File: src/rtl/core/btvl_pkg.sv
package btvl_pkg;

  localparam int COORD_W  = 10;
  localparam int BRICK_W  = 8;
  localparam int INDEX_W  = 6;
  localparam int DIGIT_W  = 2;
  localparam int CELL_W   = 3 * DIGIT_W;
  localparam int LEVEL_W  = 3;
  localparam int VALUE_W  = 8;
  localparam int SRC_W    = 2;
  localparam int OP_W     = 3;
  localparam int MAP_W    = INDEX_W + 1;
  localparam int LINK_W   = BRICK_W + 1;
  localparam int NUM_BRICKS       = 1 << BRICK_W;
  localparam int NUM_INDEX_BRICKS = 1 << INDEX_W;
  localparam int CELLS            = 1 << CELL_W;
  localparam int MAX_LEVELS       = 5;
  // Coordinates are widened so the parent digit of the top level reads as zero.
  localparam int CEXT_W = 2 * DIGIT_W * (MAX_LEVELS + 1) / 2 + DIGIT_W;

  localparam logic [OP_W-1:0] OP_LOOKUP = 3'd0;
  localparam logic [OP_W-1:0] OP_MAP    = 3'd1;
  localparam logic [OP_W-1:0] OP_LINK   = 3'd2;
  localparam logic [OP_W-1:0] OP_VOXEL  = 3'd3;
  localparam logic [OP_W-1:0] OP_LOADED = 3'd4;

  localparam logic [SRC_W-1:0] SRC_CURRENT = 2'd0;
  localparam logic [SRC_W-1:0] SRC_PARENT  = 2'd1;
  localparam logic [SRC_W-1:0] SRC_AVERAGE = 2'd2;

  localparam logic [1:0] REG_LEVELS  = 2'd0;
  localparam logic [1:0] REG_STREAM  = 2'd1;
  localparam logic [1:0] REG_AVERAGE = 2'd2;

  typedef enum logic [2:0] {
    ST_IDLE, ST_LEVEL, ST_MAP, ST_LINK, ST_VOXEL, ST_VWAIT, ST_DONE
  } state_e;

  typedef struct packed {
    logic accept;
    logic descend;
    logic pick_vox;
    logic take_vox;
    logic finish;
  } cmd_t;

  typedef struct packed {
    logic is_lookup;
    logic at_leaf;
    logic map_hit;
    logic link_hit;
    logic out_free;
  } status_t;

  function automatic logic [CELL_W-1:0] cell_at(
    input logic [COORD_W-1:0] cx, input logic [COORD_W-1:0] cy,
    input logic [COORD_W-1:0] cz, input logic [LEVEL_W:0] sh);
    logic [CEXT_W-1:0] ex, ey, ez;
    ex = CEXT_W'(cx) >> (DIGIT_W * sh);
    ey = CEXT_W'(cy) >> (DIGIT_W * sh);
    ez = CEXT_W'(cz) >> (DIGIT_W * sh);
    return {ez[DIGIT_W-1:0], ey[DIGIT_W-1:0], ex[DIGIT_W-1:0]};
  endfunction

endpackage

File: src/rtl/core/btvl_ctrl.sv
module btvl_ctrl import btvl_pkg::*; (
  input  logic    clk_i,
  input  logic    rst_ni,
  input  logic    in_valid_i,
  output logic    in_stall_o,
  input  status_t status_i,
  output cmd_t    cmd_o
);

  state_e state_q, state_d;

  always_ff @(posedge clk_i or negedge rst_ni) begin
    if (!rst_ni) begin
      state_q <= ST_IDLE;
    end else begin
      state_q <= state_d;
    end
  end

  always_comb begin
    state_d    = state_q;
    cmd_o      = '0;
    in_stall_o = 1'b1;
    case (state_q)
      ST_IDLE: begin
        in_stall_o = 1'b0;
        if (in_valid_i) begin
          cmd_o.accept = 1'b1;
          state_d = status_i.is_lookup ? ST_LEVEL : ST_DONE;
        end
      end
      ST_LEVEL: begin
        state_d = status_i.at_leaf ? ST_VOXEL : ST_MAP;
      end
      ST_MAP: begin
        state_d = status_i.map_hit ? ST_LINK : ST_VOXEL;
      end
      ST_LINK: begin
        if (status_i.link_hit) begin
          cmd_o.descend = 1'b1;
          state_d = ST_LEVEL;
        end else begin
          state_d = ST_VOXEL;
        end
      end
      ST_VOXEL: begin
        cmd_o.pick_vox = 1'b1;
        state_d = ST_VWAIT;
      end
      ST_VWAIT: begin
        cmd_o.take_vox = 1'b1;
        state_d = ST_DONE;
      end
      ST_DONE: begin
        if (status_i.out_free) begin
          cmd_o.finish = 1'b1;
          state_d = ST_IDLE;
        end
      end
      default: state_d = ST_IDLE;
    endcase
  end

endmodule

File: config.mk
export PLATFORM = sky130hd
export DESIGN_NAME = btvl_ctrl
export DESIGN_NICKNAME = d
export VERILOG_FILES = /design/src/rtl/core/btvl_pkg.sv /design/src/rtl/core/btvl_ctrl.sv
export SDC_FILE = /design/constraint.sdc
export NUM_CORES = 1
export LEC_CHECK = 0
export BUFFER_PORTS_ARGS = -buffer_cell sky130_fd_sc_hd__buf_4
export CORE_AREA = 2 2 39 41
export DETAILED_ROUTE_END_ITERATION = 8
export DIE_AREA = 0 0 41 43
export PLACE_DENSITY = 0.37
export REMOVE_ABC_BUFFERS = 1
export SLEW_MARGIN = 20
export SYNTH_ARGS = -nofsm -noshare
export SYNTH_HDL_FRONTEND = slang
export SYNTH_SLANG_ARGS = --single-unit
File: constraint.sdc
create_clock -name clk_i -period 2.5 [get_ports clk_i]
set_input_delay 0.125 -clock clk_i [delete_from_list [all_inputs] [get_ports clk_i]]
set_output_delay 0.125 -clock clk_i [all_outputs]
set_load 0.1 [all_outputs]
==> impl_results.md <==
- Outcome: finished, final reports clean
- Largest Register: state_q
- All-layer global routing usage: 8.06%
- Slew headroom: 75.7%
- Layout cell share with drive strength beyond 1: 36.4%
- Synth cell types: 21
- Hold Path Origin: status_i[2]
- R2R Path End: state_q[2]
- Initial Utilization: 17.4%
- CTS tree: done
- Adder-cell share of the synthesized area: 0%
- Synth Register Bits: 3
- Worst setup SP type: flop
- Post-synthesis mux area share: 4.17%
- Syn avg cell area: 8.28 um^2
- Initial antenna violation count: 0
- Hold depth: 3
- Die Footprint: 1760 um^2
- Fin crit share: 61.7%
- Clock root buffer: clkbuf_4
- Row count: 14
- H-tree lvl count: 1
- Global placer's final weighted congestion: 0.732
- Clock slew at reported path FFs: 0.04 ns
- Hold WC Path Type: input pin to flop
- CTS Buffer Depth: 2
- CP Class: flop to output pin
- I/O Buffers: 13
- Worst EP required: 2.38 ns
- WL/cell: 10.2 um
- Die width: 41 um
- Drt pass-1 iters: 2
- WP data arrival: 1.42 ns
- Post-synth EDFFs: 0
- Slew Viols, Final: 0
- Simple-gate share of the synthesized area: 26.0%
- Vias in the first global route: 229
- First-pass GRT wire length: 897 um
- Initial DRC Count: 2
- Drc violations: 0
- Final Hold Viols: 0
- R2r setup slk: 1.35 ns
- Vias: 271
- Max reg flops: 3
- Die height: 43 um
- Final wirelength: 612 um
- Synth Area in Compound Gates: 25.5%
- Mapped Area: 240 um^2
- DP HPWL: 450 um
- Nets: 53
- Top flop regs: state_q x3
- Area leader, netlist: dfrtp_1
- MaxCap Viol Count: 0
- Largest family of logic cells by synthesized area: simple AND/OR/NAND/NOR gates
- Slew @ Worst Pin: 0.365 ns
- Global route total overflow: 0
- Post-CTS Resized: 0
- R2R depth: 3
- Synth Warn #: 0
- Synth top area share: 31.3%
- I/O pin cnt: 14
- Syn Inst Count: 29
- Antenna Cells: 0
- Async set-reset flop share out of synthesis: 100%
- CTS Sinks: 3
- Core area: 1380 um^2
- Worst setup margin: 0.958 ns
- RSZ-0062 raised after global routing: false
- Hold Path Sink: state_q[1]
- Sequential area share after synthesis: 31.3%
- Routed Antenna Nets: 0
- Synth-to-layout area growth: 54.2%
- Num CTS Buffers: 3
- Final period demand of the worst path: 1.54 ns
- Synth area leaders: dfrtp_1, o21ai_1, a22oi_1, buf_6, mux2i_1
- Post-synthesis xor/xnor area fraction: 0%
- Crit Path Max Fanout: 12
- Top_reg_cell synth: dfrtp_1
- Clock skew: 0.00406 ns
- CP endpoint kind: output pin
- Post-synth top cells: dfrtp_1, o21ai_1
- Dpl ws: 1.19 ns
- Fmax: 648 MHz
- Setup violators final: 0
- Reg-to-Reg Start: state_q[0]
- Avg Vias per Cell: 4.52
- Clock latency on the worst-skew pair: 0.23 ns
- Largest net degree at the start of global routing: 13
-- final cells by class --
cell class / instances / area (um^2)
Clock buffer: 4 / 26.3
Fill cell: 164 / 1010
Inverter: 2 / 7.51
Multi-Input combinational cell: 21 / 134
Sequential cell: 3 / 75.1
Tap cell: 16 / 20.0
Timing Repair Buffer: 14 / 108
-- routing by layer --
| layer | routed length (um) | GRT usage [%] | up-vias |
|---|---|---|---|
| met2 | 293 | 9.38 | 7 |
| met5 | 0 | 0 | - |
| met3 | 36 | 3.14 | 0 |
| met4 | 0 | 8.00 | 0 |
| met1 | 281 | 10.4 | 127 |
| li1 | - | - | 137 |
-- how the worst max path moves through the flow --
stage / from / end / cells past startpoint
after detailed placement: state_q[1] / cmd_o[3] / 3
final: state_q[1] / cmd_o[3] / 3
after global routing: state_q[0] / cmd_o[4] / 2
after global placement: state_q[1] / cmd_o[3] / 3
after CTS: state_q[1] / cmd_o[3] / 3
after floorplan: state_q[1] / cmd_o[4] / 1
-- cells by family (layout without fill, tap and decap cells) --
group / Yosys count / count (layout)
and+or+nand+nor: 11 / 11
AOI/OAI and AO/OA: 9 / 9
buffers and inverters: 5 / 20
DFF: 3 / 3
muxes: 1 / 1
-- repair_timing --
action / in CTS / in global routing
setup buffers: 0 / 0
hold buffers: 1 / 0
hold endpoints to repair: 3 / 0
-- critical path: stages, from the launching register on --
cell and delay (ns):
dfrtp_1 0.52, nor2b_1 0.22, and3_1 0.17, buf_4 0.28
-- through the flow --
stage               TNS [ns]  area [um^2]  hold slack (ns)  cells  utilization [%]
floorplan              -2.09          216           -0.171     26                -
global placement           0          334          -0.0859     55             24.1
detailed placement         0          334          -0.0843     55             24.1
CTS                        0          370            0.198     60             26.8
global route               0          370            0.211     60             26.8
finish                     0          370            0.192     60             26.8
-- cells in the final DEF, fill, tap and decap left out --
| master | netlist | final |
|---|---|---|
| o32ai_1 | 1 | 1 |
| dlygate4sd3_1 | 0 | 1 |
| nand2_1 | 2 | 2 |
| a21oi_1 | 1 | 1 |
| o2111ai_1 | 1 | 1 |
| buf_4 | 1 | 13 |
| nor4b_1 | 1 | 1 |
| a22oi_1 | 2 | 2 |
| mux2i_1 | 1 | 1 |
| and3_1 | 1 | 1 |
| or3_1 | 1 | 1 |
| nor3b_1 | 1 | 1 |
| nor3_1 | 2 | 2 |
| nor2_1 | 1 | 1 |
| o21ai_1 | 3 | 3 |
| inv_1 | 2 | 2 |
| dfrtp_1 | 3 | 3 |
| nand2b_1 | 1 | 1 |
| a32oi_1 | 1 | 1 |
| clkbuf_1 | 0 | 1 |
| clkbuf_4 | 0 | 3 |
| nor2b_1 | 1 | 1 |
Power is not shown: default switching activity piles up to over one toggle a cycle in this logic, so the estimate is an artifact.
